==> src/rtl/core/crast_pkg.sv <==
// Shared codes for the circle rasterizer: action kinds and octant order.
// No dependencies; used by crast_front, crast_back and circle_rasterizer.
package crast_pkg;

   localparam logic ACTION_START = 1'b0;
   localparam logic ACTION_STEP  = 1'b1;

   localparam int OCT_BITS = 3;

   typedef enum logic [OCT_BITS-1:0] {
      OCT_PX_PY = 3'd0,
      OCT_PY_PX = 3'd1,
      OCT_NX_PY = 3'd2,
      OCT_NY_PX = 3'd3,
      OCT_NX_NY = 3'd4,
      OCT_NY_NX = 3'd5,
      OCT_PX_NY = 3'd6,
      OCT_PY_NX = 3'd7
   } octant_type;

   localparam octant_type OCT_FIRST = OCT_PX_PY;
   localparam octant_type OCT_LAST  = OCT_PY_NX;

endpackage

==> src/rtl/core/crast_front.sv <==
// Front end: accepts start/step words, runs the midpoint recurrence and queues jobs.
// Depends on crast_pkg; feeds crast_queue.
module crast_front #(
   parameter int RADIUS_BITS = 10,
   parameter int COORD_BITS  = 12
) (
   input  logic                                            clock,
   input  logic                                            reset,
   input  logic                                            req_tvalid,
   output logic                                            req_tready,
   input  logic [((2*COORD_BITS+RADIUS_BITS+7)/8)*8-1:0]   req_tdata,
   input  logic                                            req_tuser,
   output logic                                            job_valid,
   input  logic                                            job_ready,
   output logic [2*COORD_BITS+2*(RADIUS_BITS+2):0]         job_data
);

   localparam int XY_BITS  = RADIUS_BITS + 2;
   localparam int DEC_BITS = RADIUS_BITS + 5;

   logic signed [XY_BITS-1:0]    offset_x_ff, offset_x_in;
   logic signed [XY_BITS-1:0]    offset_y_ff, offset_y_in;
   logic signed [DEC_BITS-1:0]   decision_ff, decision_in;
   logic signed [COORD_BITS-1:0] center_x_ff, center_x_in;
   logic signed [COORD_BITS-1:0] center_y_ff, center_y_in;
   logic                         active_ff, active_in;

   logic                         is_start;
   logic                         accept;
   logic                         emit;
   logic [RADIUS_BITS-1:0]       radius;
   logic signed [XY_BITS-1:0]    cur_x, cur_y;
   logic signed [DEC_BITS-1:0]   cur_d;
   logic signed [COORD_BITS-1:0] cur_cx, cur_cy;
   logic signed [XY_BITS:0]      diff_xy;
   logic                         done;

   assign req_tready = job_ready;
   assign accept     = req_tvalid && req_tready;
   assign is_start   = (req_tuser == crast_pkg::ACTION_START);
   assign radius     = req_tdata[2*COORD_BITS +: RADIUS_BITS];
   assign emit       = accept && (is_start || active_ff);

   always_comb begin
      if (is_start) begin
         cur_cx = req_tdata[COORD_BITS-1:0];
         cur_cy = req_tdata[2*COORD_BITS-1:COORD_BITS];
         cur_x  = '0;
         cur_y  = XY_BITS'(radius);
         cur_d  = DEC_BITS'(3) - (DEC_BITS'(radius) <<< 1);
      end else begin
         cur_cx = center_x_ff;
         cur_cy = center_y_ff;
         cur_x  = offset_x_ff;
         cur_y  = offset_y_ff;
         cur_d  = decision_ff;
      end

      diff_xy = (XY_BITS+1)'(cur_x) - (XY_BITS+1)'(cur_y);
      if (cur_d < 0) begin
         decision_in = cur_d + (DEC_BITS'(cur_x) <<< 2) + DEC_BITS'(6);
         offset_y_in = cur_y;
      end else begin
         decision_in = cur_d + (DEC_BITS'(diff_xy) <<< 2) + DEC_BITS'(10);
         offset_y_in = cur_y - XY_BITS'(1);
      end
      offset_x_in = cur_x + XY_BITS'(1);
      done        = (offset_x_in > offset_y_in);
      center_x_in = cur_cx;
      center_y_in = cur_cy;
      active_in   = !done;
   end

   assign job_valid = emit;
   assign job_data  = {done, cur_y, cur_x, cur_cy, cur_cx};

   always_ff @(posedge clock) begin
      if (reset) begin
         active_ff <= 1'b0;
      end else if (emit) begin
         active_ff <= active_in;
      end
   end

   always_ff @(posedge clock) begin
      if (emit) begin
         offset_x_ff <= offset_x_in;
         offset_y_ff <= offset_y_in;
         decision_ff <= decision_in;
         center_x_ff <= center_x_in;
         center_y_ff <= center_y_in;
      end
   end

endmodule

==> src/rtl/core/crast_queue.sv <==
// Two-entry job queue between the front end and the point emitter.
// No dependencies.
module crast_queue #(
   parameter int WIDTH = 59
) (
   input  logic             clock,
   input  logic             reset,
   input  logic             push_valid,
   output logic             push_ready,
   input  logic [WIDTH-1:0] push_data,
   output logic             pop_valid,
   input  logic             pop_ready,
   output logic [WIDTH-1:0] pop_data
);

   logic [WIDTH-1:0] mem_ff [2];
   logic             wr_ptr_ff, wr_ptr_in;
   logic             rd_ptr_ff, rd_ptr_in;
   logic [1:0]       count_ff, count_in;
   logic             do_push, do_pop;

   assign push_ready = (count_ff != 2'd2);
   assign pop_valid  = (count_ff != 2'd0);
   assign pop_data   = mem_ff[rd_ptr_ff];
   assign do_push    = push_valid && push_ready;
   assign do_pop     = pop_valid && pop_ready;

   always_comb begin
      wr_ptr_in = do_push ? !wr_ptr_ff : wr_ptr_ff;
      rd_ptr_in = do_pop ? !rd_ptr_ff : rd_ptr_ff;
      count_in  = count_ff + 2'(do_push) - 2'(do_pop);
   end

   always_ff @(posedge clock) begin
      if (reset) begin
         wr_ptr_ff <= 1'b0;
         rd_ptr_ff <= 1'b0;
         count_ff  <= 2'd0;
      end else begin
         wr_ptr_ff <= wr_ptr_in;
         rd_ptr_ff <= rd_ptr_in;
         count_ff  <= count_in;
      end
   end

   always_ff @(posedge clock) begin
      if (do_push) begin
         mem_ff[wr_ptr_ff] <= push_data;
      end
   end

endmodule

==> src/rtl/core/crast_back.sv <==
// Back end: walks the eight octants of each queued job, one point word per cycle unless rsp_tready stalls it.
// Depends on crast_pkg; drains crast_queue.
module crast_back #(
   parameter int RADIUS_BITS = 10,
   parameter int COORD_BITS  = 12
) (
   input  logic                                        clock,
   input  logic                                        reset,
   input  logic                                        job_valid,
   output logic                                        job_ready,
   input  logic [2*COORD_BITS+2*(RADIUS_BITS+2):0]     job_data,
   output logic                                        rsp_tvalid,
   input  logic                                        rsp_tready,
   output logic [((2*(COORD_BITS+1)+crast_pkg::OCT_BITS+7)/8)*8-1:0] rsp_tdata,
   output logic                                        rsp_tlast,
   output logic                                        rsp_tuser
);

   localparam int XY_BITS  = RADIUS_BITS + 2;
   localparam int PT_BITS  = COORD_BITS + 1;
   localparam int SUM_BITS = (PT_BITS > XY_BITS) ? PT_BITS : XY_BITS;
   localparam int JOB_BITS = 2*COORD_BITS + 2*XY_BITS + 1;
   localparam int RAW_BITS = 2*PT_BITS + crast_pkg::OCT_BITS;
   localparam int OUT_BITS = ((RAW_BITS + 7) / 8) * 8;

   logic                    busy_ff, busy_in;
   logic [JOB_BITS-1:0]     job_ff;
   crast_pkg::octant_type   oct_ff, oct_in;
   logic                    out_valid_ff, out_valid_in;
   logic signed [PT_BITS-1:0] pt_x_ff, pt_x_in;
   logic signed [PT_BITS-1:0] pt_y_ff, pt_y_in;
   crast_pkg::octant_type   out_oct_ff;
   logic                    out_last_ff, out_last_in;
   logic                    out_done_ff, out_done_in;

   logic                    load;
   logic                    take;
   logic                    at_last;
   logic signed [COORD_BITS-1:0] cx, cy;
   logic signed [XY_BITS-1:0]    jx, jy, ax, ay;
   logic                    job_done;
   logic                    neg_x, neg_y;
   logic signed [SUM_BITS-1:0] sum_x, sum_y;

   assign cx       = job_ff[COORD_BITS-1:0];
   assign cy       = job_ff[2*COORD_BITS-1:COORD_BITS];
   assign jx       = job_ff[2*COORD_BITS +: XY_BITS];
   assign jy       = job_ff[2*COORD_BITS+XY_BITS +: XY_BITS];
   assign job_done = job_ff[JOB_BITS-1];

   assign load      = busy_ff && (!out_valid_ff || rsp_tready);
   assign at_last   = (oct_ff == crast_pkg::OCT_LAST);
   assign take      = job_valid && (!busy_ff || (load && at_last));
   assign job_ready = take;

   always_comb begin
      ax    = oct_ff[0] ? jy : jx;
      ay    = oct_ff[0] ? jx : jy;
      neg_y = oct_ff[2];
      neg_x = oct_ff[2] ^ oct_ff[1];
      sum_x = neg_x ? SUM_BITS'(cx) - SUM_BITS'(ax) : SUM_BITS'(cx) + SUM_BITS'(ax);
      sum_y = neg_y ? SUM_BITS'(cy) - SUM_BITS'(ay) : SUM_BITS'(cy) + SUM_BITS'(ay);
      pt_x_in     = sum_x[PT_BITS-1:0];
      pt_y_in     = sum_y[PT_BITS-1:0];
      out_last_in = at_last;
      out_done_in = at_last && job_done;

      out_valid_in = out_valid_ff;
      if (load) begin
         out_valid_in = 1'b1;
      end else if (rsp_tready) begin
         out_valid_in = 1'b0;
      end

      busy_in = busy_ff;
      oct_in  = oct_ff;
      if (take) begin
         busy_in = 1'b1;
         oct_in  = crast_pkg::OCT_FIRST;
      end else if (load) begin
         if (at_last) begin
            busy_in = 1'b0;
         end else begin
            oct_in = crast_pkg::octant_type'(oct_ff + 3'd1);
         end
      end
   end

   always_ff @(posedge clock) begin
      if (reset) begin
         busy_ff      <= 1'b0;
         oct_ff       <= crast_pkg::OCT_FIRST;
         out_valid_ff <= 1'b0;
      end else begin
         busy_ff      <= busy_in;
         oct_ff       <= oct_in;
         out_valid_ff <= out_valid_in;
      end
   end

   always_ff @(posedge clock) begin
      if (take) begin
         job_ff <= job_data;
      end
      if (load) begin
         pt_x_ff     <= pt_x_in;
         pt_y_ff     <= pt_y_in;
         out_oct_ff  <= oct_ff;
         out_last_ff <= out_last_in;
         out_done_ff <= out_done_in;
      end
   end

   assign rsp_tvalid = out_valid_ff;
   assign rsp_tdata  = OUT_BITS'({out_oct_ff, pt_y_ff, pt_x_ff});
   assign rsp_tlast  = out_last_ff;
   assign rsp_tuser  = out_done_ff;

endmodule

==> src/rtl/core/circle_rasterizer.sv <==
// Top level of the midpoint circle rasterizer: front end, job queue, point emitter.
// Depends on crast_pkg, crast_front, crast_queue and crast_back.
//
//   channel | dir | payload
//   req_    | in  | tdata: center_x, center_y, radius; tuser: action (0 start, 1 step)
//   rsp_    | out | tdata: point_x, point_y, octant; tlast: last_of_step;
//           |     | tuser: circle_done
//
// A start or a step with a circle running yields eight point words, one per cycle
// while rsp_tready is high, so the result port paces such items.
// A step with no circle running is absorbed once the queue has room and yields nothing.
// The two-entry job queue lets the front end take items while points drain.
// Reset (synchronous, active high) empties the queue and leaves no circle running.
module circle_rasterizer #(
   parameter int RADIUS_BITS = 10,
   parameter int COORD_BITS  = 12
) (
   input  logic                                           clock,
   input  logic                                           reset,
   input  logic                                           req_tvalid,
   output logic                                           req_tready,
   // center_x, center_y, radius, zero fill
   input  logic [((2*COORD_BITS+RADIUS_BITS+7)/8)*8-1:0]  req_tdata,
   // action
   input  logic                                           req_tuser,
   output logic                                           rsp_tvalid,
   input  logic                                           rsp_tready,
   // point_x, point_y, octant, zero fill
   output logic [((2*(COORD_BITS+1)+crast_pkg::OCT_BITS+7)/8)*8-1:0] rsp_tdata,
   output logic                                           rsp_tlast,
   // circle_done
   output logic                                           rsp_tuser
);

   localparam int JOB_BITS = 2*COORD_BITS + 2*(RADIUS_BITS+2) + 1;

   logic                push_valid, push_ready;
   logic [JOB_BITS-1:0] push_data;
   logic                pop_valid, pop_ready;
   logic [JOB_BITS-1:0] pop_data;

   crast_front #(
      .RADIUS_BITS (RADIUS_BITS),
      .COORD_BITS  (COORD_BITS)
   ) u_front (
      .clock      (clock),
      .reset      (reset),
      .req_tvalid (req_tvalid),
      .req_tready (req_tready),
      .req_tdata  (req_tdata),
      .req_tuser  (req_tuser),
      .job_valid  (push_valid),
      .job_ready  (push_ready),
      .job_data   (push_data)
   );

   crast_queue #(
      .WIDTH (JOB_BITS)
   ) u_queue (
      .clock      (clock),
      .reset      (reset),
      .push_valid (push_valid),
      .push_ready (push_ready),
      .push_data  (push_data),
      .pop_valid  (pop_valid),
      .pop_ready  (pop_ready),
      .pop_data   (pop_data)
   );

   crast_back #(
      .RADIUS_BITS (RADIUS_BITS),
      .COORD_BITS  (COORD_BITS)
   ) u_back (
      .clock      (clock),
      .reset      (reset),
      .job_valid  (pop_valid),
      .job_ready  (pop_ready),
      .job_data   (pop_data),
      .rsp_tvalid (rsp_tvalid),
      .rsp_tready (rsp_tready),
      .rsp_tdata  (rsp_tdata),
      .rsp_tlast  (rsp_tlast),
      .rsp_tuser  (rsp_tuser)
   );

endmodule

==> config.mk <==
export PLATFORM = sky130hd
export DESIGN_NAME = circle_rasterizer
export DESIGN_NICKNAME = d
export VERILOG_FILES = /design/src/rtl/core/crast_pkg.sv /design/src/rtl/core/crast_front.sv /design/src/rtl/core/crast_queue.sv /design/src/rtl/core/crast_back.sv /design/src/rtl/core/circle_rasterizer.sv
export SDC_FILE = /design/constraint.sdc
export NUM_CORES = 1
export LEC_CHECK = 0
export CORE_MARGIN = 5
export CORE_UTILIZATION = 60
export DETAILED_ROUTE_END_ITERATION = 16
export DONT_BUFFER_PORTS = 1
export PLACE_DENSITY = 0.79
export RECOVER_POWER = 50
export SYNTH_ARGS = -nofsm -noshare
export SYNTH_HDL_FRONTEND = slang
export SYNTH_SLANG_ARGS = --single-unit
==> constraint.sdc <==
create_clock -name clock -period 6.76 [get_ports clock]
set_input_delay 0.338 -clock clock [delete_from_list [all_inputs] [get_ports clock]]
set_output_delay 0.338 -clock clock [all_outputs]
set_load 0.01 [all_outputs]
==> impl_summary.md, run 1 <==
Layout
The ratio of cells with drive above 1 in the final layout is 9.00%. The number of antenna diodes in the final layout is 0. From synthesis to final layout, the design area changed by 7.99%. The final-stage net count is ~1.3k. The final non-filler cell total is around 1.4k.

Power and ir drop
In this run the power density over the cells is around 420 nW/um^2. For this design the static power due to leakage is about 0.0056 uW. Across the VDD grid, the largest voltage drop is roughly 0.22 mV.

STA
The worst clock skew on the final layout is between 30 and 40 ps. The tightest slew margin relative to the limit is -163%. The share of the clock period used by the worst path after layout is 73.4%. The final number of hold-violating endpoints is 0.

Summed over all failing endpoints, the final setup total negative slack is 0 ps. The final setup slack of the worst path is between 1500 and 2000 ps. Setup repair after global routing left no endpoint under its margin. Based on the critical path, the design can be clocked at up to 202 MHz. The slew of the pin with the lowest slew margin is approximately 3900 ps. The shortest clock period the worst path allows after layout is around 5000 ps. The count of pins over their slew limit came to between 150 and 200. The final setup violation count is 0.

GRT
The largest net degree at the start of global routing is 85. Across every metal layer, demand over resource in global routing totals a little under 20%. The wire length of the first global-routing pass is about 42000 um. The via count of the first global-routing pass is roughly 8.4k. Summed over all layers, the global routing overflow is 0. The number of antenna violations at the first check in global routing is 0.

Placed design
The congestion estimate from routability-driven global placement came to about 0.85. The worst setup slack after placement is approximately 1900 ps. The HPWL reported at the end of detailed placement is roughly 18000 um.

In this run, placement finished with an instance count of roughly 1.4k. Input and output buffers added on the ports amount to 0.

Run status
The flow ran to the end, but the final reports show violations. The final reports fail on max-capacitance violations, max-slew violations.

Synthesis
The count of yosys warnings during synthesis is 0. Of all flip-flops after synthesis, the portion carrying an async set or reset was 0%. Synthesis inferred between 200 and 300 register bits. The most used flip-flop cell after synthesis is edfxtp_1.

The mean instance size in the synthesized netlist is ~13 sq um. For this run, the register share of the synthesized area comes to between 50% and 60%. The post-synth design cell area is ~14000 sq um. The cell count after synthesis came out at 1094. edfxtp_1 takes more of the synthesized area than any other cell. The count of flip-flops with a built-in enable after synthesis is 240.

The synthesized design devotes to its leading area cell type a little over half of total area. After synthesis, the most frequently instantiated cells are edfxtp_1, ha_1, mux2_2. The count of unique library cells instantiated by Yosys is a little under 60. Sorting the synthesized cells by area gives the leading types as edfxtp_1, ha_1, mux2_2, xnor2_1, xor2_1. The most common cell in the synthesized netlist is edfxtp_1.

Die
The full die area is around 26000 sq um. The die extent in y is around 160 um. The top-level port count is slightly above 80. The overall die width is approximately 160 um. Once the floorplan was initialized, standard cells occupied approximately 61% of the core. The initialized floorplan defines between 50 and 60 standard-cell rows. The core footprint is between 20000 and 25000 sq um.

Clocking
The clock slew seen by the registers of the worst setup and hold paths is 60 ps. Clock tree synthesis selected as its root buffer the cell clkbuf_16. CTS built an H-tree with a depth of 1. Clock tree synthesis inserted a total of 26 buffers.

The clock passes through at most 3 buffers. The insertion delay of the later-clocked pin in the worst-skew pair is 540 ps. The clock sink count is 250. Once the clock tree was built, the resizer swapped 0 gates to a different size. The clock tree from TritonCTS is yes.

Drt
The residual DRC count is 0. The number of search-and-repair iterations in the first detailed-routing pass is 4. The number of DRC markers in iteration 0 is between 400 and 500. The total via count in the routed design is between 8k and 9k. The routed wire length per instance is around 18 um. The total wire length is around 26000 um. After detailed routing, the number of vias per cell comes to 5.85. The post-route antenna net violation count is 0.

Setup path
The worst register-to-register path begins at u_front.offset_x_ff[2]$_DFFE_PP_. Counting cells, the worst reg-to-reg path comes to 17. The worst setup path is of the flop to flop kind.

The kind of cell adding the most delay to the critical path is compound AO/OA/AOI/OAI gates. The startpoint type of the worst setup path is a flop. The signal arrival time at the worst endpoint is around 5300 ps. The critical path contains buffers and inverters numbering 0 combined.

Of all nets on the critical path, the largest fanout is 6. The capture point of the worst reg-to-reg path is u_front.decision_ff[14]$_DFFE_PP_. The most used cell along the critical path is ha_1.

The worst reg-to-reg setup slack is around 1800 ps. The worst stage delay on the critical path is 400 ps. The slowest stage of the critical path is the edfxtp_1 cell. The category of the worst setup path capture point is a flop. Walking the worst path, the cells encountered are and2_0 > ha_1 > nor2b_1 > a221o_1 > maj3_1 > a22o_1 > a21oi_1 > xnor2_1 > ha_1 > ha_1 > or3_1 > o21bai_1 > a221o_1 > a21o_1 > a21oi_1 > xor3_1 > mux2i_1. The required time of the worst setup path is 7120 ps.

Flow run
The count of max-cap constraint violations is 4.

Hold path
The type of the most critical hold path is primary input to flop. Counting instances, the worst hold path has a depth of 2. The worst hold path begins at rsp_tready. The sink of the worst hold path is u_back.rsp_tvalid$_SDFFE_PP0P_.
[final cells by class]
cell class,count,area [sq um]
inverters,60,225
well taps,285,357
multi-input cells,755,5980
fillers,1652,7750
clock inverters,18,133
clock buffers,30,666
repair buffers,9,55.1
flip-flops and latches,250,7410
[flip-flops by register name (all words and copies together), names as in the netlist]
register and count:
u_back.rsp_tlast 1, u_back.rsp_tvalid 1, u_front.center_y_ff 12, u_back.pt_x_ff 13, u_back.busy_ff 1, u_queue.count_ff 2
u_back.out_oct_ff 3, u_front.offset_y_ff 12, u_front.offset_x_ff 12, u_back.pt_y_ff 13, u_front.active_ff 1, u_queue.rd_ptr_ff 1
u_front.decision_ff 14, u_back.job_ff 49, u_queue.wr_ptr_ff 1, u_back.rsp_tuser 1, u_queue.mem_ff 98, u_back.oct_ff 3
u_front.center_x_ff 12
[stage by stage]
step / power (uW) / cell area, sq um / utilization (%) / hold WS [ps]
floorplan: 4370 / 13700 / - / 435
global placement: 4810 / 14000 / 62.2 / 405
detailed placement: 4910 / 14000 / 62.2 / 414
CTS: 6260 / 14800 / 65.7 / 9.84
global route: 6640 / 14800 / 65.7 / 22.3
finish: 6220 / 14800 / 65.7 / 36.6
[power by group]
group	leakage (uW)	internal [uW]	switching, uW
logic	0.00292	1040	1390
clock network	0.000392	748	569
registers	0.00233	2260	217
[worst max-delay path by stage]
| stage | from | to | slack, ps | cells after the start |
|---|---|---|---|---|
| 2_1_floorplan | req_tuser | u_front.decision_ff[14]$_DFFE_PP_ | 1200 | 23 |
| 3_3_place_gp | req_tuser | u_front.decision_ff[14]$_DFFE_PP_ | 1960 | 17 |
| 3_5_place_dp | req_tuser | u_front.decision_ff[14]$_DFFE_PP_ | 1890 | 17 |
| 4_1_cts | u_front.offset_y_ff[2]$_DFFE_PP_ | u_front.decision_ff[14]$_DFFE_PP_ | 1870 | 17 |
| 5_1_grt | u_front.offset_x_ff[2]$_DFFE_PP_ | u_front.decision_ff[14]$_DFFE_PP_ | 1560 | 17 |
| 6_report | u_front.offset_x_ff[2]$_DFFE_PP_ | u_front.decision_ff[14]$_DFFE_PP_ | 1800 | 17 |
[repair_timing]
item | CTS | global route
buffers inserted | 0 | 0
hold buffers | 1 | 0
hold endpoints to repair | 10 | 0
[placed cells by master (no fill, tap or decap), types with 14 or more instances in the layout]
master and count:
edfxtp_1 240, ha_1 104, inv_1 60, xnor2_1 59
nand2_1 57, nor2_1 57, a21oi_1 57, o21ai_0 52
xor2_1 48, mux2_2 44, mux2i_1 38, mux2_1 31
clkbuf_16 26, nor3_1 23, nor2b_1 15, nand2b_1 14
a21o_1 14
[metal layers]
layer  GRT usage [%]  up-vias  wire, um
met3            2.22       38       818
li1                -     4056         -
met4            5.39        0       551
met1            24.9     3968     11200
met2            36.7      169     13400
met5               0        -         0
[cells by family after synthesis]
group           synth area share [%]
simple gates                    9.00
compound gates                  8.13
buf+inv                         2.67
other cells                   0.0273
fa+ha+maj                       10.3
xor+xnor                        7.00
mux                             8.92
flops                           54.0
No activity file was read; power rests on OpenSTA's default activity.
==> inputs of run 2 (changes only) <==
--- a/config.mk
+++ b/config.mk
@@ -5,6 +5,7 @@
 export SDC_FILE = /design/constraint.sdc
 export NUM_CORES = 1
 export LEC_CHECK = 0
+export ABC_AREA = 1
 export CORE_MARGIN = 5
 export CORE_UTILIZATION = 60
 export DETAILED_ROUTE_END_ITERATION = 16
==> constraint.sdc (replaced) <==
create_clock -name clock -period 5.1 [get_ports clock]
set_input_delay 0.255 -clock clock [delete_from_list [all_inputs] [get_ports clock]]
set_output_delay 0.255 -clock clock [all_outputs]
set_load 0.01 [all_outputs]
==> run 2 against run 1 <==
Against the previous run: the run still ends with max-capacitance violations, max-slew violations left; utilization down 0.15 points; design area increased by 2.8%; die area up 1.9%; non-clock buffer count is 22 higher; sequential power up 38%; first-iteration DRC count up 59%; wire length is 15% higher; via count up 21%; count of clock-buffer cells in the layout is 1 higher; critical path type is now primary input to flop; highest routed layer unchanged.
==> impl_summary.md, run 2 <==
Layout
The utilization after layout is 65.5% (was 65.7%). The number of flip-flops in the largest register was 98 (unchanged). The most common cell after layout, fill and taps aside is nand2_1 (was edfxtp_1). The final-stage net count is 1623 (was 1256). Largest registers: u_queue.mem_ff (98), u_back.job_ff (49), u_front.decision_ff (14) (unchanged).

The final non-filler cell total is 1808 (was 1407). The register with the highest flop count was u_queue.mem_ff (unchanged). The ratio of cells with drive above 1 in the final layout is 4.90% (was 9.00%). The area added between synthesis and finish is 8.79% (was 7.99%). The register area is 7410 sq um (unchanged). The area occupied by multi-input gates is 5790 sq um (was 5980 sq um). The number of diodes added for antenna fixing is 0 (unchanged).

Most used cells in the layout excluding fill and tap cells: nand2_1, edfxtp_1, inv_1 (was edfxtp_1, ha_1, inv_1). The filler cell count came to 1825 (was 1652).

Power and ir drop
The switching share of power came to 39.0% (was 34.9%). The peak supply drop was 0.320 mV (was 0.224 mV). The reported net switching power was 3530 uW (was 2170 uW).

The share of power burned in the clock network was 19.5% (was 21.2%). The cell-internal power was 5510 uW (was 4050 uW). The fraction of power consumed by combinational cells is 42.6% (was 39.0%).

The power share of the sequential group is 37.9% (was 39.8%). The power density normalized to cell area is 593 nW/um^2 (was 420 nW/um^2). The leakage power summed over all cells is 0.00659 uW (was 0.00563 uW).

STA
The worst path uses a little over four fifths of the clock period. The tightest slew margin relative to the limit is -94.9% (was -163%). The final setup slack of the worst path is 840 ps (was 1800 ps).

The final number of hold-violating endpoints is 0 (unchanged). The final setup violation count is 0 (unchanged). The sum of negative setup slack came to 0 ps (unchanged). The slew of the pin with the lowest slew margin is 2920 ps (was 3940 ps). The count of pins over their slew limit is 81 (was 165). RSZ-0062 raised after global routing: false (unchanged). The shortest clock period the worst path allows after layout is about 4300 ps. For this run, the top clock speed supported by timing is ~230 MHz. The worst clock skew on the final layout is 12.6 ps (was 31.1 ps).

Setup path
The worst setup path category is primary input to flop (was flop to flop). The category of the worst setup path capture point is a flop (unchanged). The capture point of the worst reg-to-reg path is u_front.decision_ff[14]$_DFFE_PP_ (unchanged).

The maximum fanout along the worst path is 41 (was 6). The startpoint type of the worst setup path is a primary input (was flop). The origin of the worst setup path is req_tuser (was u_front.offset_x_ff[2]$_DFFE_PP_).

The worst flop-to-flop path startpoint is u_front.offset_x_ff[2]$_DFFE_PP_ (unchanged). The end point of the critical path is u_front.decision_ff[14]$_DFFE_PP_ (unchanged). The worst reg-to-reg setup slack is 850 ps (was 1800 ps). The required time of the worst setup path is 5380 ps (was 7120 ps).

The depth of the most critical reg-to-reg path was 22 (was 17). The signal arrival time at the worst endpoint is 4540 ps (was 5310 ps).

Placed design
The worst setup slack after placement was 778 ps (was 1890 ps). The placed cell count was 1737 (was 1358). The HPWL reported at the end of detailed placement was 21400 um (was 18400 um). The routability congestion estimate was 0.912 (was 0.848). The quantity of I/O buffers inserted on ports is 0 (unchanged).

Synthesis
The post-synth design cell area is 14000 sq um (was 13700 sq um). The synthesized-area fraction occupied by ao, oa, aoi and oai cells was 7.82% (was 8.13%). The dominant combinational cell family by area after synthesis is simple AND/OR/NAND/NOR gates (was adder cells). Most area-consuming cells after synthesis: edfxtp_1, nand2_1, ha_1, inv_1, xor2_1 (was edfxtp_1, ha_1, mux2_2, xnor2_1, xor2_1). The share of the synthesized netlist area taken by xor and xnor gates is 5.46% (was 7.00%).

The share of async-settable or async-resettable flops after synthesis came to 0% (unchanged). The post-synthesis sequential element count is 250 (unchanged). The cell accounting for the most synthesized area is edfxtp_1 (unchanged). The count of flip-flops with a built-in enable after synthesis is 240 (unchanged). The prevailing post-synth register cell is edfxtp_1 (unchanged). The simple-gate area share of the yosys netlist is 18.2% (was 9.00%). The mux cell area share after synthesis is 0.143% (was 8.92%). The post-synthesis adder-cell area fraction was 10.0% (was 10.3%). The register area share after synthesis is 52.9% (was 54.0%). The share of the synthesized area in the top cell type is 51.4% (was 52.5%). The number of standard cells after synthesis is 1443 (was 1094). The mean instance size in the synthesized netlist came to 9.71 sq um (was 12.5 sq um).

The most numerous cell in the Yosys netlist was nand2_1 (was edfxtp_1). The count of yosys warnings during synthesis is 0 (unchanged). List of most frequent post-synthesis cells: nand2_1, edfxtp_1, inv_1 (was edfxtp_1, ha_1, mux2_2).

The count of unique library cells instantiated by Yosys is 54 (was 58).

Clocking
The clock sink count is 250 (unchanged). The cell at the root of the clock tree was clkbuf_16 (unchanged). The number of buffers inserted during clock tree synthesis is 26 (unchanged).

The insertion delay of the later-clocked pin in the worst-skew pair was 530 ps (was 540 ps). The post-CTS setup buffer count was 0 (unchanged). The CTS H-tree depth is 1 (unchanged). The clock tree from TritonCTS is yes (unchanged). The clock slew seen by the registers of the worst setup and hold paths is 60 ps (about the same). The deepest clock path buffer count is 3 (unchanged).

GRT
The overall global routing resource usage was 22.7% (was 19.9%). The wire length of the first global-routing pass was 48200 um (was 41900 um). The largest net degree at the start of global routing is 54 (was 85). The via count of the first global-routing pass is 9732 (was 8386). The residual overflow from global routing is 0 (unchanged). The number of antenna violations at the first check in global routing is 0 (unchanged).

Drt
The total wire length is 29900 um (was 25900 um). The routed wire length per instance is 16.5 um (was 18.4 um). The total via count in the routed design is 9935 (was 8231). The residual DRC count came to 0 (unchanged). The post-detailed-route via-to-cell ratio was 5.50 (was 5.85). The post-route antenna net violation count came to 0 (unchanged). The number of DRC markers in iteration 0 is 681 (was 429). The number of search-and-repair iterations in the first detailed-routing pass is 5 (was 4).

Die
The core footprint is 23300 sq um (was 22600 sq um). The full die area came to 26500 sq um (was 26000 sq um). The standard-cell row count came to 56 (was 55). The initial core utilization is 60.2% (was 60.8%). The die extent in y was 163 um (was 161 um). The top-level port count was 81 (unchanged). The overall die width was 163 um (was 161 um).

Run status
Violated checks: max-capacitance violations, max-slew violations (unchanged). Status: finished, violations left (unchanged).

Flow run
The count of max-cap constraint violations is 3 (was 4).

Hold path
The type of the most critical hold path is primary input to flop (unchanged).
## run 2: cell count changes after synthesis, moves of 20 or more
cell and delta:
a21oi_1 +20, nor2_1 +22, inv_1 +83, mux2_2 -75, nand3_1 +41, mux2i_1 -36, xnor2_1 -35, nand2_1 +378
## run 2: final cells by class
cell class	count	share of cell area, %
sequential	250	48.6
multi-input combinational	1011	38.0
clock buffer	31	4.53
inverter	149	3.67
tap	319	2.62
timing repair buffer	31	1.88
clock inverter	17	0.681
## run 2: power groups by stage
stage	Combinational, uW	Clock (uW)	Sequential, uW
detailed placement	3800	0	3460
global route	4360	1870	3460
CTS	3850	1790	3420
global placement	3690	0	3440
floorplan	3010	0	3390
finish	3850	1760	3420
## run 2: per-stage QoR
step	hold slack (ps)	total power (uW)	cell area, sq um
after floorplan	324	6400	14000
after global placement	325	7130	14300
after detailed placement	327	7260	14300
after CTS	1.33	9060	15300
after global routing	4.58	9690	15200
final	18.1	9030	15200
## run 2: what timing repair did
| action | 4_1_cts | 5_1_grt |
|---|---|---|
| hold buffers | 23 | 0 |
| hold endpoints to repair | 81 | 0 |
| resized for setup | 0 | 0 |
| endpoints found under the setup margin | 0 | 0 |
## run 2: metal layers
metal	GRT usage, %	wire length [um]	share of wire, %	vias to the layer above
li1	-	-	-	4914
met1	28.9	12500	42	4662
met2	39.7	14600	49	296
met3	3.57	1770	5.9	63
met4	7.66	976	3.3	0
met5	0	0	0	-
## run 2: worst min-delay path by stage
stage                  start                                to  slack (ps)  depth (start not counted)
2_1_floorplan          reset    u_back.rsp_tvalid$_SDFFE_PP0P_         320                          1
3_3_place_gp           reset    u_back.rsp_tvalid$_SDFFE_PP0P_         330                          1
3_5_place_dp           reset    u_back.rsp_tvalid$_SDFFE_PP0P_         330                          1
4_1_cts        req_tdata[26]   u_queue.mem_ff[1][38]$_DFFE_PP_           1                          2
5_1_grt        req_tdata[16]   u_queue.mem_ff[0][16]$_DFFE_PP_           5                          2
6_report       req_tdata[19]  u_front.center_y_ff[7]$_DFFE_PP_          20                          2
## run 2: worst max-delay path: stages
cell and delay (ps):
inv_1 600, or2_0 210, o21ai_2 110, ha_1 340, inv_1 80, o31ai_1 460
nand2_1 110, nand3b_1 110, nand2_1 80, o21ai_0 250, xor2_1 220, ha_1 260
ha_1 380, a21oi_1 240, o21ai_0 140, nand2_1 90, o211ai_1 80, nor2_1 210
inv_1 70, nand2_1 60, nand3_1 60, nand2_1 90, inv_1 50
## run 2: logic make-up after synthesis
family / after synthesis
adder cells (fa/ha/maj): 109
buffers and inverters: 184
flip-flops: 250
multiplexers: 2
AO/OA/AOI/OAI: 197
AND/OR/NAND/NOR: 616
XOR/XNOR: 84
other: 1
